$ cat config.mk
export PLATFORM = sky130hd
export DESIGN_NAME = integer_field_formatter_top_flat
export DESIGN_NICKNAME = d
export VERILOG_FILES = /design/src/rtl/core/iff_pkg.sv /design/src/rtl/core/iff_req_if.sv /design/src/rtl/core/iff_char_if.sv /design/src/rtl/core/iff_prep.sv /design/src/rtl/core/iff_dabble_stage.sv /design/src/rtl/core/iff_analyze.sv /design/src/rtl/core/iff_emitter.sv /design/src/rtl/core/integer_field_formatter_top.sv /design/src/flat_wrapper.sv
export VERILOG_INCLUDE_DIRS = /design/src /design/src/rtl/core
export SDC_FILE = /design/constraint.sdc
export NUM_CORES = 2
export LEC_CHECK = 0
export ABC_AREA = 0
export BUFFER_PORTS_ARGS = -buffer_cell sky130_fd_sc_hd__clkbuf_2
export CAP_MARGIN = 20
export CORE_ASPECT_RATIO = 1.5
export CORE_UTILIZATION = 45
export DETAILED_ROUTE_END_ITERATION = 6
export SLEW_MARGIN = 20
export SYNTH_ARGS = -nofsm -noshare
export SYNTH_HDL_FRONTEND = slang
export SYNTH_SLANG_ARGS = --single-unit
export TNS_END_PERCENT = 30
$ cat constraint.sdc
create_clock -name clk_i -period 11.3 [get_ports clk_i]
set_input_delay 0.565 -clock clk_i [delete_from_list [all_inputs] [get_ports clk_i]]
set_output_delay 0.565 -clock clk_i [all_outputs]
set_load 0.05 [all_outputs]
$ cat src/rtl/core/integer_field_formatter_top_assert.svh
// assertion macros for the integer field formatter top level
// expects clk_i and rst_ni in the scope of use
`ifndef INTEGER_FIELD_FORMATTER_TOP_ASSERT_SVH
`define INTEGER_FIELD_FORMATTER_TOP_ASSERT_SVH

// same-cycle implication, checked out of reset
`define IFF_ASSERT_NOW(lbl, ante, cons, msg) \
  lbl: assert property (@(posedge clk_i) disable iff (!rst_ni) (ante) |-> (cons)) \
    else $error(msg);

// next-cycle implication, checked out of reset
`define IFF_ASSERT_NEXT(lbl, ante, cons, msg) \
  lbl: assert property (@(posedge clk_i) disable iff (!rst_ni) (ante) |=> (cons)) \
    else $error(msg);

`endif

$ cat src/rtl/core/iff_pkg.sv
// shared types, constants and helper functions of the integer field formatter
// no dependencies
`timescale 1ns / 1ps

package iff_pkg;

  // longest conversion in characters
  localparam int MAX_FIELD = 63;
  localparam int PREC_MAX  = MAX_FIELD - 1;

  // fixed field widths of the request and character beats
  localparam int VAL_W   = 32;
  localparam int FIELD_W = 6;
  localparam int CHAR_W  = 8;

  // character counters hold the field fields and MAX_FIELD itself
  localparam int CNT_RAW = $clog2(MAX_FIELD + 1);
  localparam int CNT_W   = (CNT_RAW > FIELD_W) ? CNT_RAW : FIELD_W;

  // digit store: ten decimal digits cover 32 bits, hex uses eight of them
  localparam int NDEC      = 10;
  localparam int DIG_W     = 4;
  localparam int BCD_W     = NDEC * DIG_W;
  localparam int DIG_IDX_W = $clog2(NDEC);

  // shift-add-3 conversion: bits handled per pipeline stage
  localparam int BITS_PER_STAGE = 4;
  localparam int NUM_STAGES     = VAL_W / BITS_PER_STAGE;

  localparam logic [DIG_W-1:0]  DEC_BASE    = 4'd10;
  localparam logic [DIG_W-1:0]  DABBLE_MIN  = 4'd5;
  localparam logic [DIG_W-1:0]  DABBLE_ADD  = 4'd3;
  localparam logic [CHAR_W-1:0] ASCII_SPACE = 8'h20;
  localparam logic [CHAR_W-1:0] ASCII_MINUS = 8'h2d;
  localparam logic [CHAR_W-1:0] ASCII_ZERO  = 8'd48;
  localparam logic [CHAR_W-1:0] ASCII_HEX_A = 8'h61;

  typedef struct packed {
    logic             is_hex;
    logic             neg;
    logic [CNT_W-1:0] width;
    logic [CNT_W-1:0] prec;
  } iff_side_t;

  typedef struct packed {
    iff_side_t        side;
    logic [BCD_W-1:0] bcd;
    logic [VAL_W-1:0] bin;
  } iff_conv_t;

  typedef struct packed {
    logic [NDEC-1:0][DIG_W-1:0] digits;
    logic [CNT_W-1:0]           space_end;
    logic [CNT_W-1:0]           sign_end;
    logic [CNT_W-1:0]           zero_end;
    logic [CNT_W-1:0]           total;
  } iff_fmt_t;

  typedef struct packed {
    logic busy;
    logic load_last;
  } iff_emit_stat_t;

  // one shift-add-3 step; hex skips the adjust so the raw nibbles land in bcd
  function automatic iff_conv_t dabble_step(iff_conv_t c);
    iff_conv_t        r;
    logic [BCD_W-1:0] adj;
    adj = c.bcd;
    if (!c.side.is_hex) begin
      for (int i = 0; i < NDEC; i++) begin
        if (adj[i*DIG_W +: DIG_W] >= DABBLE_MIN) begin
          adj[i*DIG_W +: DIG_W] = adj[i*DIG_W +: DIG_W] + DABBLE_ADD;
        end
      end
    end
    r     = c;
    r.bcd = {adj[BCD_W-2:0], c.bin[VAL_W-1]};
    r.bin = {c.bin[VAL_W-2:0], 1'b0};
    return r;
  endfunction

  function automatic logic [CHAR_W-1:0] digit_char(logic [DIG_W-1:0] d);
    logic [CHAR_W-1:0] dx;
    dx = {{(CHAR_W - DIG_W){1'b0}}, d};
    if (d < DEC_BASE) begin
      return ASCII_ZERO + dx;
    end
    return ASCII_HEX_A + dx - {{(CHAR_W - DIG_W){1'b0}}, DEC_BASE};
  endfunction

endpackage

$ cat src/rtl/core/iff_req_if.sv
// request channel of the integer field formatter: valid, ready and one request
// depends on iff_pkg
`timescale 1ns / 1ps

interface iff_req_if import iff_pkg::*; ();
  logic               valid;
  logic               ready;
  logic               req_type;
  logic [VAL_W-1:0]   value_bits;
  logic [FIELD_W-1:0] field_width;
  logic [FIELD_W-1:0] min_digits;

  modport source (
    output valid, req_type, value_bits, field_width, min_digits,
    input  ready
  );
  modport sink (
    input  valid, req_type, value_bits, field_width, min_digits,
    output ready
  );
endinterface

$ cat src/rtl/core/iff_char_if.sv
// character channel of the integer field formatter: valid, ready and one character
// depends on iff_pkg
`timescale 1ns / 1ps

interface iff_char_if import iff_pkg::*; ();
  logic              valid;
  logic              ready;
  logic [CHAR_W-1:0] char_code;
  logic              last_char;

  modport source (
    output valid, char_code, last_char,
    input  ready
  );
  modport sink (
    input  valid, char_code, last_char,
    output ready
  );
endinterface

$ cat src/rtl/core/iff_prep.sv
// entry stage: sign and magnitude, saturation of width and precision
// depends on iff_pkg
`timescale 1ns / 1ps

module iff_prep import iff_pkg::*; (
  input  logic               clk_i,
  input  logic               rst_ni,
  input  logic               valid_i,
  output logic               ready_o,
  input  logic               req_type_i,
  input  logic [VAL_W-1:0]   value_bits_i,
  input  logic [FIELD_W-1:0] field_width_i,
  input  logic [FIELD_W-1:0] min_digits_i,
  output logic               valid_o,
  input  logic               ready_i,
  output iff_conv_t          data_o
);

  logic             valid_q;
  iff_conv_t        data_d, data_q;
  logic             neg;
  logic [CNT_W-1:0] width_ext, prec_ext;

  assign ready_o = !valid_q || ready_i;

  always_comb begin
    neg       = !req_type_i && value_bits_i[VAL_W-1];
    width_ext = CNT_W'(field_width_i);
    prec_ext  = CNT_W'(min_digits_i);
    data_d             = '0;
    data_d.side.is_hex = req_type_i;
    data_d.side.neg    = neg;
    data_d.side.width  = (width_ext > CNT_W'(MAX_FIELD)) ? CNT_W'(MAX_FIELD) : width_ext;
    data_d.side.prec   = (prec_ext > CNT_W'(PREC_MAX)) ? CNT_W'(PREC_MAX) : prec_ext;
    // most negative value wraps to itself and reads right as unsigned
    data_d.bin         = neg ? (VAL_W'(0) - value_bits_i) : value_bits_i;
  end

  always_ff @(posedge clk_i or negedge rst_ni) begin
    if (!rst_ni) begin
      valid_q <= 1'b0;
    end else if (ready_o) begin
      valid_q <= valid_i;
    end
  end

  always_ff @(posedge clk_i) begin
    if (ready_o && valid_i) begin
      data_q <= data_d;
    end
  end

  assign valid_o = valid_q;
  assign data_o  = data_q;

endmodule

$ cat src/rtl/core/iff_dabble_stage.sv
// one conversion stage: BITS_PER_STAGE shift-add-3 steps of binary to decimal digits
// depends on iff_pkg
`timescale 1ns / 1ps

module iff_dabble_stage import iff_pkg::*; (
  input  logic      clk_i,
  input  logic      rst_ni,
  input  logic      valid_i,
  output logic      ready_o,
  input  iff_conv_t data_i,
  output logic      valid_o,
  input  logic      ready_i,
  output iff_conv_t data_o
);

  logic      valid_q;
  iff_conv_t data_d, data_q;

  assign ready_o = !valid_q || ready_i;

  always_comb begin
    data_d = data_i;
    for (int s = 0; s < BITS_PER_STAGE; s++) begin
      data_d = dabble_step(data_d);
    end
  end

  always_ff @(posedge clk_i or negedge rst_ni) begin
    if (!rst_ni) begin
      valid_q <= 1'b0;
    end else if (ready_o) begin
      valid_q <= valid_i;
    end
  end

  always_ff @(posedge clk_i) begin
    if (ready_o && valid_i) begin
      data_q <= data_d;
    end
  end

  assign valid_o = valid_q;
  assign data_o  = data_q;

endmodule

$ cat src/rtl/core/iff_analyze.sv
// layout stage: digit count, then where spaces, sign, zeros and digits end
// depends on iff_pkg
`timescale 1ns / 1ps

module iff_analyze import iff_pkg::*; (
  input  logic      clk_i,
  input  logic      rst_ni,
  input  logic      valid_i,
  output logic      ready_o,
  input  iff_conv_t data_i,
  output logic      valid_o,
  input  logic      ready_i,
  output iff_fmt_t  data_o
);

  logic             valid_q;
  iff_fmt_t         data_d, data_q;
  logic [CNT_W-1:0] ndig, zeros, content, spaces, sign_cnt;

  assign ready_o = !valid_q || ready_i;

  always_comb begin
    // zero still prints one digit
    ndig = CNT_W'(1);
    for (int i = 0; i < NDEC; i++) begin
      if (data_i.bcd[i*DIG_W +: DIG_W] != '0) begin
        ndig = CNT_W'(i + 1);
      end
    end
    sign_cnt = CNT_W'(data_i.side.neg);
    zeros    = (data_i.side.prec > ndig) ? (data_i.side.prec - ndig) : '0;
    content  = sign_cnt + zeros + ndig;
    spaces   = (data_i.side.width > content) ? (data_i.side.width - content) : '0;

    data_d.digits    = data_i.bcd;
    data_d.space_end = spaces;
    data_d.sign_end  = spaces + sign_cnt;
    data_d.zero_end  = spaces + sign_cnt + zeros;
    data_d.total     = spaces + content;
  end

  always_ff @(posedge clk_i or negedge rst_ni) begin
    if (!rst_ni) begin
      valid_q <= 1'b0;
    end else if (ready_o) begin
      valid_q <= valid_i;
    end
  end

  always_ff @(posedge clk_i) begin
    if (ready_o && valid_i) begin
      data_q <= data_d;
    end
  end

  assign valid_o = valid_q;
  assign data_o  = data_q;

endmodule

$ cat src/rtl/core/iff_emitter.sv
// character emitter: walks one laid-out conversion, one character beat a cycle while the output is not stalled
// depends on iff_pkg
`timescale 1ns / 1ps

module iff_emitter import iff_pkg::*; (
  input  logic              clk_i,
  input  logic              rst_ni,
  input  logic              fmt_valid_i,
  output logic              fmt_ready_o,
  input  iff_fmt_t          fmt_i,
  output logic              out_valid_o,
  input  logic              out_ready_i,
  output logic [CHAR_W-1:0] char_code_o,
  output logic              last_char_o,
  output iff_emit_stat_t    stat_o
);

  logic                 busy_d, busy_q;
  logic [CNT_W-1:0]     pos_d, pos_q;
  logic                 out_valid_d, out_valid_q;
  logic [CHAR_W-1:0]    char_q;
  logic                 last_q;
  iff_fmt_t             fmt_q;
  logic [CHAR_W-1:0]    ch;
  logic                 is_last;
  logic [CNT_W-1:0]     rem;
  logic [DIG_IDX_W-1:0] didx;
  logic [DIG_W-1:0]     dig;
  logic                 out_free, load, load_last, take;

  always_comb begin
    rem  = fmt_q.total - pos_q - CNT_W'(1);
    didx = rem[DIG_IDX_W-1:0];
    dig  = (didx < DIG_IDX_W'(NDEC)) ? fmt_q.digits[didx] : '0;
    if (pos_q < fmt_q.space_end) begin
      ch = ASCII_SPACE;
    end else if (pos_q < fmt_q.sign_end) begin
      ch = ASCII_MINUS;
    end else if (pos_q < fmt_q.zero_end) begin
      ch = ASCII_ZERO;
    end else begin
      ch = digit_char(dig);
    end
    is_last = (rem == '0);
  end

  always_comb begin
    out_free    = !out_valid_q || out_ready_i;
    load        = busy_q && out_free;
    load_last   = load && is_last;
    // next conversion may come in on the cycle its predecessor loads its last beat
    fmt_ready_o = !busy_q || load_last;
    take        = fmt_valid_i && fmt_ready_o;

    busy_d = busy_q;
    if (take) begin
      busy_d = 1'b1;
    end else if (load_last) begin
      busy_d = 1'b0;
    end

    pos_d = pos_q;
    if (take) begin
      pos_d = '0;
    end else if (load) begin
      pos_d = pos_q + CNT_W'(1);
    end

    out_valid_d = out_valid_q;
    if (load) begin
      out_valid_d = 1'b1;
    end else if (out_ready_i) begin
      out_valid_d = 1'b0;
    end
  end

  always_ff @(posedge clk_i or negedge rst_ni) begin
    if (!rst_ni) begin
      busy_q      <= 1'b0;
      pos_q       <= '0;
      out_valid_q <= 1'b0;
    end else begin
      busy_q      <= busy_d;
      pos_q       <= pos_d;
      out_valid_q <= out_valid_d;
    end
  end

  always_ff @(posedge clk_i) begin
    if (take) begin
      fmt_q <= fmt_i;
    end
    if (load) begin
      char_q <= ch;
      last_q <= is_last;
    end
  end

  assign out_valid_o      = out_valid_q;
  assign char_code_o      = char_q;
  assign last_char_o      = last_q;
  assign stat_o.busy      = busy_q;
  assign stat_o.load_last = load_last;

endmodule

$ cat src/rtl/core/integer_field_formatter_top.sv
// Integer field formatter: one request in, its characters out, one beat each.
// A request passes the entry stage, the conversion stages and the layout stage
// before the emitter loads its first character beat into the output register.
// Throughput: one character per cycle while the output is not stalled; a request
// of N characters (1 to 63) holds the emitter until its last beat loads, when the next may enter.
// The 10-stage front end is fully pipelined with valid bits and holds on stall.
// Reset (rst_ni low, asynchronous) clears all valid bits and the emitter.
`timescale 1ns / 1ps

`include "integer_field_formatter_top_assert.svh"

module integer_field_formatter_top import iff_pkg::*; (
  input  logic         clk_i,
  input  logic         rst_ni,
  iff_req_if.sink      req_i,
  iff_char_if.source   chr_o
);

  logic [NUM_STAGES:0] st_valid, st_ready;
  iff_conv_t           st_data [NUM_STAGES+1];
  logic                fmt_valid, fmt_ready;
  iff_fmt_t            fmt_data;
  iff_emit_stat_t      stat;
  logic                req_beat, fmt_take, emit_free, last_idle;

  iff_prep u_prep (
    .clk_i         (clk_i),
    .rst_ni        (rst_ni),
    .valid_i       (req_i.valid),
    .ready_o       (req_i.ready),
    .req_type_i    (req_i.req_type),
    .value_bits_i  (req_i.value_bits),
    .field_width_i (req_i.field_width),
    .min_digits_i  (req_i.min_digits),
    .valid_o       (st_valid[0]),
    .ready_i       (st_ready[0]),
    .data_o        (st_data[0])
  );

  for (genvar g = 0; g < NUM_STAGES; g++) begin : g_dabble
    iff_dabble_stage u_stage (
      .clk_i   (clk_i),
      .rst_ni  (rst_ni),
      .valid_i (st_valid[g]),
      .ready_o (st_ready[g]),
      .data_i  (st_data[g]),
      .valid_o (st_valid[g+1]),
      .ready_i (st_ready[g+1]),
      .data_o  (st_data[g+1])
    );
  end

  iff_analyze u_analyze (
    .clk_i   (clk_i),
    .rst_ni  (rst_ni),
    .valid_i (st_valid[NUM_STAGES]),
    .ready_o (st_ready[NUM_STAGES]),
    .data_i  (st_data[NUM_STAGES]),
    .valid_o (fmt_valid),
    .ready_i (fmt_ready),
    .data_o  (fmt_data)
  );

  iff_emitter u_emitter (
    .clk_i       (clk_i),
    .rst_ni      (rst_ni),
    .fmt_valid_i (fmt_valid),
    .fmt_ready_o (fmt_ready),
    .fmt_i       (fmt_data),
    .out_valid_o (chr_o.valid),
    .out_ready_i (chr_o.ready),
    .char_code_o (chr_o.char_code),
    .last_char_o (chr_o.last_char),
    .stat_o      (stat)
  );

  assign req_beat  = req_i.valid && req_i.ready;
  assign fmt_take  = fmt_valid && fmt_ready;
  assign emit_free = !stat.busy || stat.load_last;
  assign last_idle = chr_o.valid && chr_o.ready && chr_o.last_char && !stat.busy;

  // a request beat always lands in the entry stage
  `IFF_ASSERT_NEXT(a_req_enters, req_beat, st_valid[0], "request beat lost at entry")

  // emitter takes a conversion only when free or finishing the current one
  `IFF_ASSERT_NOW(a_take_when_free, fmt_take, emit_free, "conversion taken while emitter busy")

  // with nothing left to emit, the output drains after the last character beat
  `IFF_ASSERT_NEXT(a_drain_after_last, last_idle, !chr_o.valid, "character beat without a conversion")

endmodule
$ cat src/flat_wrapper.sv
// flat-port wrapper written by rule: the top's interface ports become plain ports
module integer_field_formatter_top_flat import iff_pkg::*;
  (clk_i, rst_ni, req_i_valid, req_i_req_type, req_i_value_bits, req_i_field_width, req_i_min_digits, req_i_ready, chr_o_valid, chr_o_char_code, chr_o_last_char, chr_o_ready);
  iff_req_if req_i_i ();
  iff_char_if chr_o_i ();
  input  logic clk_i;
  input  logic rst_ni;
  input wire logic [$bits(req_i_i.valid)-1:0] req_i_valid;
  input wire logic [$bits(req_i_i.req_type)-1:0] req_i_req_type;
  input wire logic [$bits(req_i_i.value_bits)-1:0] req_i_value_bits;
  input wire logic [$bits(req_i_i.field_width)-1:0] req_i_field_width;
  input wire logic [$bits(req_i_i.min_digits)-1:0] req_i_min_digits;
  output wire logic [$bits(req_i_i.ready)-1:0] req_i_ready;
  output wire logic [$bits(chr_o_i.valid)-1:0] chr_o_valid;
  output wire logic [$bits(chr_o_i.char_code)-1:0] chr_o_char_code;
  output wire logic [$bits(chr_o_i.last_char)-1:0] chr_o_last_char;
  input wire logic [$bits(chr_o_i.ready)-1:0] chr_o_ready;
  assign req_i_i.valid = req_i_valid;
  assign req_i_i.req_type = req_i_req_type;
  assign req_i_i.value_bits = req_i_value_bits;
  assign req_i_i.field_width = req_i_field_width;
  assign req_i_i.min_digits = req_i_min_digits;
  assign req_i_ready = req_i_i.ready;
  assign chr_o_valid = chr_o_i.valid;
  assign chr_o_char_code = chr_o_i.char_code;
  assign chr_o_last_char = chr_o_i.last_char;
  assign chr_o_i.ready = chr_o_ready;
  integer_field_formatter_top u_core (.clk_i(clk_i), .rst_ni(rst_ni), .req_i(req_i_i), .chr_o(chr_o_i));
endmodule
==> impl_metrics.py <==
metrics = {
    "timing": {
        "setup_viol": 0,
        "tightestPinTransition_ns": 0.870,
        "period_needed_ns": 9.42,
        "setup_ws_ns": 1.88,
        "fin_crit_sh_pct": 83.3,
        "skew_ns": 0.0493,
        "max_freq_mhz": 106,
        "fin_setup_tns_ns": 0,
        "relSlewSlack_pct": 41.6,
        "rsz0062_at_grt": "no",
        "slew_violations": 0,
        "final_hold_viol_count": 0,
    },
    "clock_network": {
        "h-tree-depth": 2,
        "insertion_delay_ns": 0.65,
        "cts_tree": "yes",
        "cts_root_buf": "clkbuf_16",
        "cts_buffers": 60,
        "postCtsSetupRepairBufs": 0,
        "cts.path.max_buffers": 3,
        "cts_sinks": 608,
        "path_clk_slew_ns": 0.07,
    },
    "place": {
        "place_congestion": 0.845,
        "post-place-ws_ns": 1.82,
        "detailed_place_hpwl_mm": 59.1,
        "portBuffers": 58,
    },
    "worst_setup_path": {
        "critPathCaptureType": "flip-flop",
        "worst_ep_arrival_time_ns": 9.82,
        "slowest_stage": "or4_1",
        "cp_max_fo": 10,
        "crit_path_start_kind": "flip-flop",
        "critPathMaxStageDelay_ns": 0.61,
        "r2r-start": "u_core.g_dabble[7].u_stage.data_o[45]$_DFFE_PP_",
        "reg2reg_to": "u_core.u_analyze.data_o[11]$_DFFE_PP_",
        "r2r_slack_ns": 1.88,
        "rr_worst_depth": 35,
        "critPathKind": "flip-flop to flip-flop",
        "worst_ep_required_time_ns": 11.70,
    },
    "pwr": {
        "p_leak_nw": 18.3,
        "ir_drop_mv": 0.118,
        "power_density_nw_per_um2": 152,
    },
    "synth": {
        "synth_edf_count": 590,
        "syn-cell-area_um2": 41600,
        "synth_flop_cell": "edfxtp_1",
        "avgSynthCellArea_um2": 10.3,
        "ys_types": 95,
        "yosys_warnings": 0,
        "syn-num-nets": 4442,
        "async_reset_ff_share_pct": 2.96,
        "synth-seq-cells": 608,
        "syn_inst": 4022,
        "ys_seq_area_share_pct": 43.7,
    },
    "min_path": {
        "hold_class": "input port to flip-flop",
        "hp-start": "req_i_field_width[5]",
        "min_path_cells": 1,
        "worstHoldEndpoint": "u_core.u_prep.data_o[83]$_SDFFCE_PN1P_",
    },
    "layout": {
        "layout_commonest_cell": "edfxtp_1",
        "drive_gt1_share_pct": 8.39,
        "final_cell_mix": "edfxtp_1, inv_1, ha_1",
        "final_nets": 4481,
        "antennaDiodeCount": 0,
        "area_growth_pct": 8.76,
    },
    "floorplan": {
        "fp.coreArea_um2": 91500,
        "start_util_pct": 45.4,
        "die_h_um": 374,
        "std_cell_rows": 136,
        "io_pins": 60,
        "dieArea_um2": 93600,
        "dieWidth_um": 250,
    },
    "grt": {
        "track_usage_pct": 16.4,
        "grt_max_degree": 143,
        "grt_pass1_wl_mm": 129,
        "grt-ovfl-total": 0,
        "antenna_found_initial": 0,
        "grt_pass1_vias": 28008,
    },
    "detailed_routing": {
        "avgRoutedWirePerCell_um": 14.6,
        "detail-route-antenna-nets": 0,
        "viasPerCell": 5.31,
        "route.detailed.drc": 1,
        "first_pass_iters": 7,
        "drt-total-wl_mm": 77.0,
        "drt-initial-drc-count": 960,
        "num_vias": 28046,
    },
    "status": {
        "status": "finished, violations left",
        "violations": "design-rule violations",
    },
    "flow_run": {
        "drv_cap": 0,
    },
}
## layer usage
metal / track usage, % / wire [µm] / up-vias
met5: 0 / 0 / -
met4: 5.64 / 2410 / 0
met3: 1.80 / 1510 / 109
met2: 33.7 / 43300 / 245
met1: 16.5 / 29700 / 13161
li1: - / - / 14531
## kinds of logic (layout without fill, tap and decap cells)
family	count (synthesis)	count (layout)	synth area share (%)
AND/OR/NAND/NOR	1141	1141	14.1
AO/OA/AOI/OAI	865	865	13.5
flip-flops	608	608	43.7
buffers and inverters	507	596	4.69
adder cells (fa/ha/maj)	371	371	11.3
multiplexers	341	341	8.72
XOR/XNOR	187	187	3.97
other	2	2	0.0181
## worst max path at each step
stage                                                     from                                    end  slack, ns  cells past startpoint
2_1_floorplan  u_core.g_dabble[7].u_stage.data_o[45]$_DFFE_PP_  u_core.u_analyze.data_o[11]$_DFFE_PP_       3.43                     35
3_3_place_gp   u_core.g_dabble[7].u_stage.data_o[45]$_DFFE_PP_  u_core.u_analyze.data_o[11]$_DFFE_PP_       1.97                     35
3_5_place_dp   u_core.g_dabble[7].u_stage.data_o[45]$_DFFE_PP_  u_core.u_analyze.data_o[11]$_DFFE_PP_       1.82                     35
4_1_cts        u_core.g_dabble[7].u_stage.data_o[45]$_DFFE_PP_  u_core.u_analyze.data_o[11]$_DFFE_PP_       1.81                     35
5_1_grt        u_core.g_dabble[7].u_stage.data_o[44]$_DFFE_PP_  u_core.u_analyze.data_o[11]$_DFFE_PP_       1.23                     35
6_report       u_core.g_dabble[7].u_stage.data_o[45]$_DFFE_PP_  u_core.u_analyze.data_o[11]$_DFFE_PP_       1.88                     35
## registers in the layout, indices dropped and copies added (netlist names)
name                             cells
u_core.u_emitter.char_code_o         7
u_core.u_prep.valid_o                1
u_core.u_emitter.fmt_q              64
u_core.u_emitter.busy_q              1
u_core.u_emitter.last_char_o         1
u_core.g_dabble.u_stage.valid_o      8
u_core.g_dabble.u_stage.data_o     408
u_core.u_prep.data_o                46
u_core.u_emitter.out_valid_o         1
u_core.u_analyze.data_o             64
u_core.u_emitter.pos_q               6
u_core.u_analyze.valid_o             1
## synthesized netlist by cell type (11+ instances only)
cell / number / area share (%)
edfxtp_1: 590 / 43
inv_1: 399 / 3.6
ha_1: 365 / 11
nor2_1: 352 / 3.2
mux2i_1: 245 / 5.9
o21ai_0: 217 / 2.6
a21oi_1: 202 / 2.4
nand2_1: 193 / 1.7
xnor2_1: 148 / 3.1
nand2b_1: 133 / 2.0
nor2b_1: 129 / 1.9
mux2_2: 87 / 2.4
clkbuf_1: 70 / 0.63
nand3_1: 69 / 0.83
a21o_1: 56 / 1.0
o21a_1: 51 / 0.92
a211oi_1: 50 / 0.90
nor3_1: 46 / 0.55
o211ai_1: 45 / 0.81
and2_1: 38 / 0.57
xor2_1: 38 / 0.80
a31oi_1: 28 / 0.42
a21boi_0: 25 / 0.45
or3_1: 25 / 0.38
and3_1: 24 / 0.36
or2_2: 24 / 0.36
o31ai_1: 21 / 0.38
buf_2: 18 / 0.22
dfrtp_1: 18 / 1.1
or4_1: 18 / 0.33
o31a_1: 16 / 0.34
buf_1: 14 / 0.13
nor4_1: 13 / 0.20
o21bai_1: 12 / 0.22
a221oi_1: 11 / 0.23
nand3b_1: 11 / 0.20
nor3b_1: 11 / 0.20
## what timing repair did
item                      4_1_cts  5_1_grt
hold endpoints to repair       18        0
gates resized for setup         0        0
hold buffers                    1        0
## critical path, delay by kind of cell, from the launching register on
| kind | cells | cell delay, ns |
|---|---|---|
| AND/OR/NAND/NOR | 7 | 1.86 |
| AO/OA/AOI/OAI | 17 | 3.98 |
| flip-flops | 1 | 0.38 |
| adder cells (fa/ha/maj) | 8 | 2.42 |
| XOR/XNOR | 3 | 0.53 |
## layout make-up
type	instances	area (µm²)
Sequential cell	608	18200
Timing Repair Buffer	83	505
Multi-Input combinational cell	2907	21500
Tap cell	1173	1470
Inverter	401	1510
Clock buffer	78	1590
Clock inverter	34	448
Fill cell	8408	46400
## through the flow
stage	instances	cell area (µm²)	hold WS (ns)	total power (W)	utilization [%]
after floorplan	4022	41600	0.269	0.00444	-
after global placement	5171	43100	0.401	0.00485	47.1
after detailed placement	5171	43100	0.405	0.00489	47.1
after CTS	5284	45200	0.0403	0.00697	49.4
after global routing	5284	45200	0.0584	0.00729	49.4
final	5284	45200	0.0913	0.00687	49.4
## power breakdown
group          switching (W)  internal (W)  total (W)
logic                0.00118      0.000847    0.00203
clock network       0.000852       0.00120    0.00205
registers          0.0000806       0.00271    0.00279
Power figures use the tool's default switching activity.
